===== src/design/inverse_affine_warp_nearest_defines.svh =====
// Assertion macros for the inverse affine warp block.
`ifndef INVERSE_AFFINE_WARP_NEAREST_DEFINES_SVH
`define INVERSE_AFFINE_WARP_NEAREST_DEFINES_SVH

`ifndef SYNTHESIS
`define IAWN_ASSERT_IMPLIES(label, ante, cons) \
  label: assert property (@(posedge clk) disable iff (rst) (ante) |-> (cons)) \
    else $error("implication check failed");
`define IAWN_ASSERT_NEXT(label, ante, cons) \
  label: assert property (@(posedge clk) disable iff (rst) (ante) |=> (cons)) \
    else $error("next-cycle check failed");
`else
`define IAWN_ASSERT_IMPLIES(label, ante, cons)
`define IAWN_ASSERT_NEXT(label, ante, cons)
`endif

`endif


===== src/design/iawn_pkg.sv =====
`default_nettype none

package iawn_pkg;

  localparam int SRC_ROWS_DEF = 128;
  localparam int SRC_COLS_DEF = 128;

  localparam int COEF_W = 16;
  localparam int FRAC_W = 8;
  localparam int POS_W  = 7;
  localparam int PIX_W  = 8;
  localparam int PROD_W = 2 * COEF_W;
  localparam int NUM_W  = 34;
  localparam int DEN_W  = 32;
  localparam int Q_W    = 8;
  localparam int DS_W   = DEN_W + Q_W;
  localparam int STEP_W = 3;

  localparam int ADDR_W = 5;
  localparam int DATA_W = 32;

  localparam logic [COEF_W-1:0] COEF_ONE      = 16'd256;
  localparam logic [POS_W-1:0]  ROW_LIMIT_RST = 7'd111;
  localparam logic [POS_W-1:0]  COL_LIMIT_RST = 7'd91;

  typedef enum logic [2:0] {
    REG_A11,
    REG_A12,
    REG_A21,
    REG_A22,
    REG_B1,
    REG_B2,
    REG_ROW_LIMIT,
    REG_COL_LIMIT
  } reg_idx_t;

  typedef enum logic {
    MODE_LOAD,
    MODE_QUERY
  } mode_t;

  typedef enum logic [2:0] {
    ST_PREP,
    ST_IDLE,
    ST_MUL,
    ST_DIV_ROW,
    ST_DIV_COL,
    ST_FETCH,
    ST_DONE
  } state_t;

  typedef struct packed {
    logic                    start;
    logic                    abort;
    logic signed [NUM_W-1:0] num;
    logic [DEN_W-1:0]        den_abs;
    logic                    den_neg;
    logic [POS_W-1:0]        lim;
  } div_req_t;

  typedef struct packed {
    logic             busy;
    logic             done;
    logic [POS_W-1:0] q;
  } div_rsp_t;

endpackage

`default_nettype wire


===== src/design/iawn_div.sv =====
`default_nettype none

module iawn_div (
  input  logic               clk,
  input  logic               rst,
  input  iawn_pkg::div_req_t req,
  output iawn_pkg::div_rsp_t rsp
);
  import iawn_pkg::*;

  localparam int STEPS = Q_W + 1;
  localparam int CNT_W = $clog2(STEPS);

  logic             busy;
  logic [CNT_W-1:0] cnt;
  logic [NUM_W-1:0] rem;
  logic [DS_W-1:0]  ds;
  logic [Q_W-2:0]   qbits;
  logic             ovf;
  logic             zq;
  logic [POS_W-1:0] lim;
  logic             ge;
  logic             last;
  logic [NUM_W-1:0] num_abs;
  logic [Q_W-1:0]   q_full;
  logic [POS_W-1:0] q_clamped;

  always_comb begin
    num_abs = req.num[NUM_W-1] ? NUM_W'(-req.num) : NUM_W'(req.num);
    ge      = {{(DS_W-NUM_W){1'b0}}, rem} >= ds;
    last    = busy && (cnt == CNT_W'(STEPS - 1));
    q_full  = {qbits, ge};
    if (zq) begin
      q_clamped = '0;
    end else if (ovf || (q_full > {1'b0, lim})) begin
      q_clamped = lim;
    end else begin
      q_clamped = q_full[POS_W-1:0];
    end
  end

  always_ff @(posedge clk) begin
    if (rst || req.abort) begin
      busy <= 1'b0;
      cnt  <= '0;
    end else if (req.start) begin
      busy <= 1'b1;
      cnt  <= '0;
    end else if (last) begin
      busy <= 1'b0;
      cnt  <= '0;
    end else if (busy) begin
      cnt <= cnt + 1'b1;
    end
  end

  // The first step only detects a quotient too large for the quotient register.
  always_ff @(posedge clk) begin
    if (req.start) begin
      rem <= num_abs;
      ds  <= {req.den_abs, {Q_W{1'b0}}};
      zq  <= req.num[NUM_W-1] ^ req.den_neg;
      lim <= req.lim;
    end else if (busy) begin
      if (ge) begin
        rem <= rem - ds[NUM_W-1:0];
      end
      ds <= ds >> 1;
      if (cnt == '0) begin
        ovf <= ge;
      end else begin
        qbits <= {qbits[Q_W-3:0], ge};
      end
    end
  end

  assign rsp.busy = busy;
  assign rsp.done = last;
  assign rsp.q    = q_clamped;

endmodule

`default_nettype wire


===== config.mk =====
export PLATFORM = sky130hd
export DESIGN_NAME = iawn_div
export DESIGN_NICKNAME = d
export VERILOG_FILES = /design/src/design/inverse_affine_warp_nearest_defines.svh /design/src/design/iawn_pkg.sv /design/src/design/iawn_div.sv
export SDC_FILE = /design/constraint.sdc
export NUM_CORES = 1
export LEC_CHECK = 0
export BUFFER_PORTS_ARGS = -buffer_cell sky130_fd_sc_hd__buf_2
export CORE_MARGIN = 2
export CORE_UTILIZATION = 54
export CTS_CLUSTER_DIAMETER = 80
export DETAILED_ROUTE_END_ITERATION = 10
export HOLD_SLACK_MARGIN = 0.03
export PLACE_DENSITY = 0.85
export REMOVE_ABC_BUFFERS = 1
export SKIP_CTS_REPAIR_TIMING = 1
export SYNTH_ARGS = -nofsm -noshare
export SYNTH_HDL_FRONTEND = slang
export SYNTH_SLANG_ARGS = --single-unit

===== constraint.sdc =====
create_clock -name clk -period 4.8 [get_ports clk]
set_input_delay 1.44 -clock clk [delete_from_list [all_inputs] [get_ports clk]]
set_output_delay 1.44 -clock clk [all_outputs]
set_load 0.02 [all_outputs]

==> flow_summary.toml, run 1 <==
[global_route]
grt_first_pass_wirelength_um = 28200
grt_util_met3 = 0.0443
grt_start_max_net_pins = 74
antenna_found_initial = 0
gr-usage-met2 = 0.424
groute.usage.overall = 0.268
peak_usage_layer_in_the_global_routing_report = "met2"
grt_pass1_vias = 5707
gr-total-overflow = 0
grt_use_met1 = 0.379

[power]
fin_total_pwr_uw = 2970
pwr-share-seq = 0.350
worst_ir_drop_vdd_mv = 0.210
combPwrFrac = 0.386
power.share.clock = 0.263
power_switching_share = 0.333
power_density_normalized_to_cell_area_nw_per_um2 = 356
internal_power_uw = 1980
power.static_leakage_uw = 0.00342
switchingPower_uw = 991

[setup_path]
crit_path_start_kind = "flop"
cp_data_required_time_ns = 3.36
timing.critical_path.arrival_ns = 3.80
crit_path_end_kind = "output pin"
critical_path_peak_fanout = 7
path_class = "flop to output pin"

[synth]
synth_top_area_cell = "edfxtp_1"
synthMuxAreaShare = 0.0249
ys_async_sr_fraction = 0
syn_inst = 732
synth.yosys.warnings = 0
synthAdderAreaFrac = 0.0828
synthTopCellsByArea = "edfxtp_1 36%, ha_1 8.0%, xnor2_1 5.1%"
combinational_family_with_the_most_area_after_synthesis = "compound AO/OA/AOI/OAI gates"
ys_dominant_reg_cell = "edfxtp_1"
syn-mean-instance-area_um2 = 9.41
number_of_enable_flip_flop_cells_after_synthesis = 82
synth-seq-area-share = 0.395
yosysTopAreaCellShare = 0.358
synth.distinct_cells = 67
synth_compound_area_frac = 0.220
synthesis.area_um2 = 6890
synthXorXnorAreaFrac = 0.0725
synth_register_bits = 95
synth_simple_gate_area_share = 0.146

[finish]
nets = 979
layout.filler_cells = 1007
number_of_inserted_diodes = 0
final_layout_size_suffix_gt1_frac = 0.242
mostFrequentLayoutCells = "82 x edfxtp_1, 78 x buf_2, 78 x buf_4"
areaGrowthSynthToFinish_pct = 21.2
layoutNonFillerInstCount = 1033
post-route-util = 0.667
commonest_non_fill_non_tap_cell_in_the_layout = "edfxtp_1"

[floorplanning]
std_cell_rows = 41
chipWidth_um = 117
core_area_um2 = 12500
initial_standard_cell_utilization_of_the_core = 0.550
die-area_um2 = 13700
die_height_um = 117
floorplan.io_pins = 87

[sta]
time_the_final_worst_path_needs_with_i_o_delays_and_setup_ns = 5.24
setup_viol = 7
finalMaxSlewViolations = 0
setup_total_negative_slack_ns = -2.97
layout_setup_ws_ns = -0.441
timing.slew.headroom = 0.323
timing.final.hold_violations = 0
clock_skew_ns = 0.0112
rsz0062_at_grt = "yes"
hold_ws_ns = 0.508
fmax_mhz = 191
min_period_over_period = 1.09
tightest_slew_ns = 1.01

[clock_network]
cts-buffers-inserted = 9
clock_latency_ns = 0.36
tritoncts_clock_tree = "yes"
clock-sinks = 95
clk_pin_slew_worst_paths_ns = 0.07
cts_max_level = 3
clock_tree.root_cell = "clkbuf_16"
cts_max_path_buffers = 2

[placed_design]
gp_congestion = 0.957
placedCellCount = 1010
io_buffers = 86
hpwlAfterDp_um = 13500

[min_path]
min_path_type = "flop to flop"

[drt]
final_antenna_net_count = 0
routed_via_density = 5.97
drt_iter0_drc = 656
post_drt_wl_per_cell_um = 17.5
route.detailed.drc = 0
drt_wl_total_um = 18100
route.vias.total = 6165
detail_route.first_pass.iterations = 5

[run_status]
failed_checks = "setup timing"
outcome = "complete, but fails checks"

[run]
drv.max_cap_violation_count = 0
worst max-delay path: stages, from the launching register on:
cell and delay [ns]:
edfxtp_1 0.37, inv_1 0.07, ha_1 0.35, nand4_1 0.15, or4_4 0.47, o41ai_4 0.30, o31a_1 0.22, inv_1 0.06
ha_1 0.18, nor2b_1 0.14, o211ai_1 0.11, a21oi_1 0.17, o22ai_1 0.08, nor3b_2 0.16, buf_4 0.17, nand2b_1 0.15
a21oi_1 0.14, buf_4 0.16
layout make-up:
type	instances	area [um2]	area share
Multi-Input combinational cell	535	3880	0.465
Timing Repair Buffer	156	976	0.117
Clock inverter	4	48.8	0.00585
Inverter	59	221	0.0265
Tap cell	172	215	0.0258
Clock buffer	12	279	0.0334
Sequential cell	95	2720	0.326
Yosys cell counts, drive strengths merged (4+ instances only):
| library cell | n |
|---|---|
| nand2 | 57 |
| a22o | 31 |
| or4 | 9 |
| o41ai | 8 |
| nand3b | 4 |
| ha | 44 |
| o31ai | 10 |
| xor2 | 17 |
| or3 | 7 |
| o21bai | 7 |
| o21ai | 41 |
| inv | 59 |
| nand2b | 7 |
| a41oi | 4 |
| a21o | 15 |
| a211oi | 6 |
| nor4 | 8 |
| nor3 | 12 |
| nand3 | 11 |
| edfxtp | 82 |
| clkbuf | 28 |
| nor2b | 7 |
| and3 | 4 |
| xnor2 | 40 |
| buf | 15 |
| a31oi | 6 |
| a21oi | 53 |
| dfxtp | 13 |
| o211ai | 5 |
| mux2i | 16 |
| nor2 | 52 |
| nand4 | 13 |
| o21a | 4 |
per-stage QoR:
step / area [um2] / setup WS (ns)
3_5_place_dp: 7830 / -0.326
2_1_floorplan: 6710 / -0.760
4_1_cts: 8160 / -0.717
3_3_place_gp: 7830 / -0.161
5_1_grt: 8350 / -0.652
6_report: 8350 / -0.441
kinds of logic after synthesis:
logic type      Yosys count
compound gates          216
simple gates            200
xor+xnor                 57
flops                    95
mux                      17
fa+ha+maj                45
buf+inv                 102
metal layers:
layer	share of wire	vias to the layer above
li1	-	2951
met1	0.45	2897
met2	0.44	281
met3	0.088	36
met4	0.022	0
met5	0	-
path summary, 6_finish.rpt:
path,from,endpoint,slack (ns),cells after the start
hold / removal,qbits[0],qbits[1],0.51,0
hold reg to reg,qbits[0],qbits[1],0.51,0
setup reg to reg,ds[8],rem[25],1.71,10
setup / recovery,ds[14],rsp[0],-0.44,17
sequential cells by signal (all words and copies together), names as in the netlist:
register / count
ds: 40
rem: 34
lim: 7
qbits: 7
cnt: 4
busy: 1
ovf: 1
zq: 1
power by group through the flow:
stage | Combinational [uW] | Sequential (uW) | Clock, uW
after floorplan | 675 | 1040 | 0
after detailed placement | 1070 | 1050 | 0
after global placement | 1050 | 1050 | 0
after CTS | 1080 | 1040 | 787
final | 1150 | 1040 | 782
after global routing | 1260 | 1050 | 815
Power figures use the tool's default switching activity.
==> run 2, diff against run 1 <==
==> constraint.sdc (replaced) <==
create_clock -name clk -period 4.8 [get_ports clk]
set_input_delay 0.96 -clock clk [delete_from_list [all_inputs] [get_ports clk]]
set_output_delay 0.96 -clock clk [all_outputs]
set_load 0.02 [all_outputs]
==> flow_summary.toml, run 2 (synthesis results as in run 1) <==
[run_status]
outcome = "finished clean"

[sta]
timing.final.hold_violations = 0
tightest_slew_ns = 0.961
timing.slew.headroom = 0.354
time_the_final_worst_path_needs_with_i_o_delays_and_setup_ns = 4.74
setup_viol = 0
clock_skew_ns = 0.00846
hold_ws_ns = 0.501
fmax_mhz = 211
rsz0062_at_grt = "yes"
finalMaxSlewViolations = 0
min_period_over_period = 0.988

[setup_path]
regToRegSetupSlack_ns = 1.47
path_class = "flop to output pin"
crit_path_end_kind = "output pin"
timing.critical_path.arrival_ns = 3.78
crit_path_start_kind = "flop"
critical_path_peak_fanout = 7
cp_data_required_time_ns = 3.84

[run]
drv.max_cap_violation_count = 0

[power]
power_density_normalized_to_cell_area_nw_per_um2 = 346
pwr-share-seq = 0.374
combPwrFrac = 0.395
worst_ir_drop_vdd_mv = 0.206
power.static_leakage_uw = 0.00320
internal_power_uw = 1820
switchingPower_uw = 979
power.share.clock = 0.231
power_switching_share = 0.350

[placed_design]
postPlaceCellArea_um2 = 7530
io_buffers = 86
gp_congestion = 0.959
hpwlAfterDp_um = 12900

[finish]
largest-register = "ds"
nets = 940
largest_register_ff_count = 40
mostFrequentLayoutCells = "82 x edfxtp_1, 80 x buf_2, 58 x inv_1"
final_layout_size_suffix_gt1_frac = 0.216
final_design_instance_area_without_fill_um2 = 8080
commonest_non_fill_non_tap_cell_in_the_layout = "edfxtp_1"
areaGrowthSynthToFinish_pct = 17.4
number_of_inserted_diodes = 0
layout_top_registers = "ds x40, rem x34"
layout.filler_cells = 1009

[drt]
drt_wl_total_um = 17900
final_antenna_net_count = 0
post_drt_wl_per_cell_um = 18.1
route.vias.total = 6063
detail_route.first_pass.iterations = 5
routed_via_density = 6.11
route.detailed.drc = 0
drt_iter0_drc = 737

[clock_network]
tritoncts_clock_tree = "yes"
cts_max_level = 3
clock-sinks = 95
cts_max_path_buffers = 2
clock_tree.root_cell = "clkbuf_16"
clk_pin_slew_worst_paths_ns = 0.07
cts-buffers-inserted = 9
clock_latency_ns = 0.35

[floorplanning]
initial_standard_cell_utilization_of_the_core = 0.550
core_area_um2 = 12500
std_cell_rows = 41
floorplan.io_pins = 87
die-area_um2 = 13700
die_height_um = 117
chipWidth_um = 117

[global_route]
grt_start_max_net_pins = 54
groute.usage.overall = 0.259
antenna_found_initial = 0
gr-total-overflow = 0
grt_first_pass_wirelength_um = 27600
grt_pass1_vias = 5590

[min_path]
min_path_type = "flop to flop"
## run 2: final cells by class
type                    instances  area [um2]  area share
multi-input cells             535        3970       0.491
repair buffers                117         698      0.0864
flip-flops and latches         95        2720       0.337
inverters                      59         221      0.0274
clock inverters                 5        26.3     0.00325
well taps                     172         215      0.0266
clock buffers                  10         229      0.0283
## run 2: worst paths after layout
| kind | from | end | cells past startpoint |
|---|---|---|---|
| worst max-delay path | rem[21] | rsp[0] | 16 |
| worst min-delay path | qbits[4] | qbits[5] | 0 |
| worst max register to register | rem[21] | rem[1] | 8 |
| worst min register to register | qbits[4] | qbits[5] | 0 |
## run 2: stage by stage
stage | power (uW) | TNS [ns] | setup WS, ns | util | std cells
after floorplan | 1720 | -0.618 | -0.280 | - | 689
after global placement | 2000 | 0 | 0.255 | 0.601 | 968
after detailed placement | 2020 | 0 | 0.0398 | 0.601 | 968
after CTS | 2660 | -2.34 | -0.351 | 0.622 | 983
after global routing | 2940 | -1.06 | -0.166 | 0.646 | 993
final | 2800 | 0 | 0.0580 | 0.646 | 993
## run 2: power groups by stage
stage	registers, uW	logic (uW)	clock network (uW)
floorplan	1040	675	0
global placement	1050	952	0
detailed placement	1060	965	0
CTS	1040	973	648
global route	1050	1200	679
finish	1050	1100	647
## run 2: routing by layer
layer | routed length (um) | GRT usage | vias up
met4 | 441 | 0.0878 | 0
met5 | 0 | 0 | -
li1 | - | - | 2883
met2 | 7990 | 0.399 | 322
met1 | 7880 | 0.369 | 2818
met3 | 1620 | 0.0479 | 40
## run 2: critical path, stage by stage (launching register included)
cell,delay (ns)
edfxtp_1,0.42
ha_4,0.34
nand4_4,0.14
or4_4,0.55
o41ai_4,0.30
o31a_1,0.23
inv_1,0.05
ha_1,0.17
nor2b_1,0.11
o211ai_1,0.10
a21oi_1,0.17
o22ai_1,0.09
nor3b_4,0.16
buf_6,0.14
nand2b_1,0.14
a21oi_1,0.16
buf_4,0.17
==> run 3, diff against run 2 <==
- ABC_AREA: not set -> 1
- PLACE_DENSITY: 0.85 -> 0.84
- RECOVER_POWER: not set -> 100
==> flow_summary.toml, run 3 <==
[run_status]
outcome = "complete, but fails checks"
failed_checks = "capacitance limit, slew limit"

[synth]
synthTopCellsByArea = "edfxtp_1 33%, nand2_1 17%, inv_1 8.4%"
synth_register_bits = 95
synth.yosys.warnings = 0
synthesis.area_um2 = 7520
number_of_enable_flip_flop_cells_after_synthesis = 82
syn_inst = 1097
ys_dominant_reg_cell = "edfxtp_1"
synth_commonest_cells = "337 x nand2_1, 169 x inv_1, 98 x nor2_1"
yosysMostFrequentCell = "nand2_1"
syn-mean-instance-area_um2 = 6.86
ys_async_sr_fraction = 0
synth.distinct_cells = 43
yosysTopAreaCellShare = 0.327
synth_top_area_cell = "edfxtp_1"
synth-seq-area-share = 0.362

[finish]
areaGrowthSynthToFinish_pct = 11.8
post-route-util = 0.613
layout_top_registers = "ds x40, rem x34"
number_of_inserted_diodes = 0
commonest_non_fill_non_tap_cell_in_the_layout = "nand2_1"
largest-register = "ds"
layout.filler_cells = 1286
mostFrequentLayoutCells = "334 x nand2_1, 168 x inv_1, 98 x nor2_1"
sequential_cell_area_um2 = 2720
nets = 1300
final_layout_size_suffix_gt1_frac = 0.114
layoutNonFillerInstCount = 1362
largest_register_ff_count = 40
multi_input_comb_area_um2 = 4050

[sta]
min_period_over_period = 0.939
layout_setup_ws_ns = 0.293
time_the_final_worst_path_needs_with_i_o_delays_and_setup_ns = 4.51
tightest_slew_ns = 3.33
hold_ws_ns = 0.497
fmax_mhz = 222
timing.final.hold_violations = 0
clock_skew_ns = 0.00782
setup_viol = 0
timing.slew.headroom = -1.22
finalMaxSlewViolations = 113

[clock_network]
clock_latency_ns = 0.35
cts_max_path_buffers = 2
clock_tree.root_cell = "clkbuf_16"
cts_max_level = 3
clock-sinks = 95
tritoncts_clock_tree = "yes"
clk_pin_slew_worst_paths_ns = 0.07
cts-buffers-inserted = 9

[drt]
dr_wl_met2_um = 9230
detail_route.first_pass.iterations = 6
drt_wl_total_um = 20100
detail_route.wirelength.met1_um = 9190
route.vias.total = 7470
route.top_layer_used = "met4"
final_antenna_net_count = 0
route.detailed.drc = 0
drt_iter0_drc = 837
post_drt_wl_per_cell_um = 14.8
routed_via_density = 5.48
met3RoutedLength_um = 1430

[global_route]
groute.usage.overall = 0.276
grt_pass1_vias = 6729
grt_start_max_net_pins = 72
grt_first_pass_wirelength_um = 32300
antenna_found_initial = 0
gr-total-overflow = 0

[setup_path]
crit_path_start_kind = "flop"
path_class = "flop to output pin"
cp_data_required_time_ns = 3.84
timing.critical_path.arrival_ns = 3.55
timing.critical_path.slowest_cell_delay_ns = 0.37
crit_path_end_kind = "output pin"
critical_path_peak_fanout = 8
critical-path-slowest-cell = "fa_1"

[power]
worst_ir_drop_vdd_mv = 0.195
power_density_normalized_to_cell_area_nw_per_um2 = 305
power.static_leakage_uw = 0.00409

[placed_design]
placedCellCount = 1346
gp_congestion = 1.03
hpwlAfterDp_um = 15600
io_buffers = 86
dp_slack_ns = 0.517

[run]
drv.max_cap_violation_count = 2

[floorplanning]
chipWidth_um = 122
initial_standard_cell_utilization_of_the_core = 0.548
std_cell_rows = 43
die_height_um = 122
floorplan.io_pins = 87
die-area_um2 = 14900
core_area_um2 = 13700

[min_path]
min_path_type = "flop to flop"
-- run 3: changes by cell type after synthesis, sizes merged, moves of 31 or more --
cell / before / now
nand2: 57 / 344
nor2: 52 / 107
inv: 59 / 174
xnor2: 40 / 1
a22o: 31 / 0
nand3: 11 / 66
o21ai: 41 / 95
-- run 3: worst max-delay path, delay by kind of cell (launching register included) --
| family | cells | cell delay, ns |
|---|---|---|
| fa+ha+maj | 3 | 0.78 |
| flops | 1 | 0.32 |
| simple gates | 14 | 1.38 |
| compound gates | 2 | 0.18 |
| buf+inv | 7 | 0.53 |
-- run 3: logic make-up after synthesis --
group | count (synthesis) | synth area share
AO/OA/AOI/OAI | 189 | 0.135
XOR/XNOR | 6 | 0.00699
adder cells (fa/ha/maj) | 45 | 0.0758
buffers and inverters | 198 | 0.102
flip-flops | 95 | 0.362
AND/OR/NAND/NOR | 564 | 0.319
-- run 3: final cells by class --
type,count,area share
clock buffer,10,0.0272
clock inverter,6,0.00818
inverter,176,0.0786
sequential,95,0.324
timing repair buffer,91,0.0543
multi-input combinational,804,0.481
tap,180,0.0268
-- run 3: per-layer routing --
layer,vias up,track usage
li1,3754,-
met1,3380,0.390
met2,311,0.456
met3,25,0.0318
met4,0,0.0661
met5,-,0
-- run 3: final timing paths --
check                               from  cells after the start  slack (ns)  endpoint
worst max-delay path              rem[0]                     26        0.29    rsp[0]
worst min-delay path            qbits[1]                      0        0.50  qbits[2]
worst max register to register    rem[0]                     15        1.86    rem[3]
worst min register to register  qbits[1]                      0        0.50  qbits[2]
-- run 3: metrics by stage --
| stage | total power, uW | TNS (ns) | cell area (um2) |
|---|---|---|---|
| global route | 2710 | -0.0251 | 8410 |
| floorplan | 1580 | 0 | 7420 |
| detailed placement | 1820 | 0 | 8110 |
| CTS | 2550 | 0 | 8410 |
| global placement | 1800 | 0 | 8110 |
| finish | 2560 | 0 | 8410 |
-- run 3: power by group --
group	internal, uW	switching [uW]
Sequential	983	26.6
Combinational	274	542
Clock	407	329
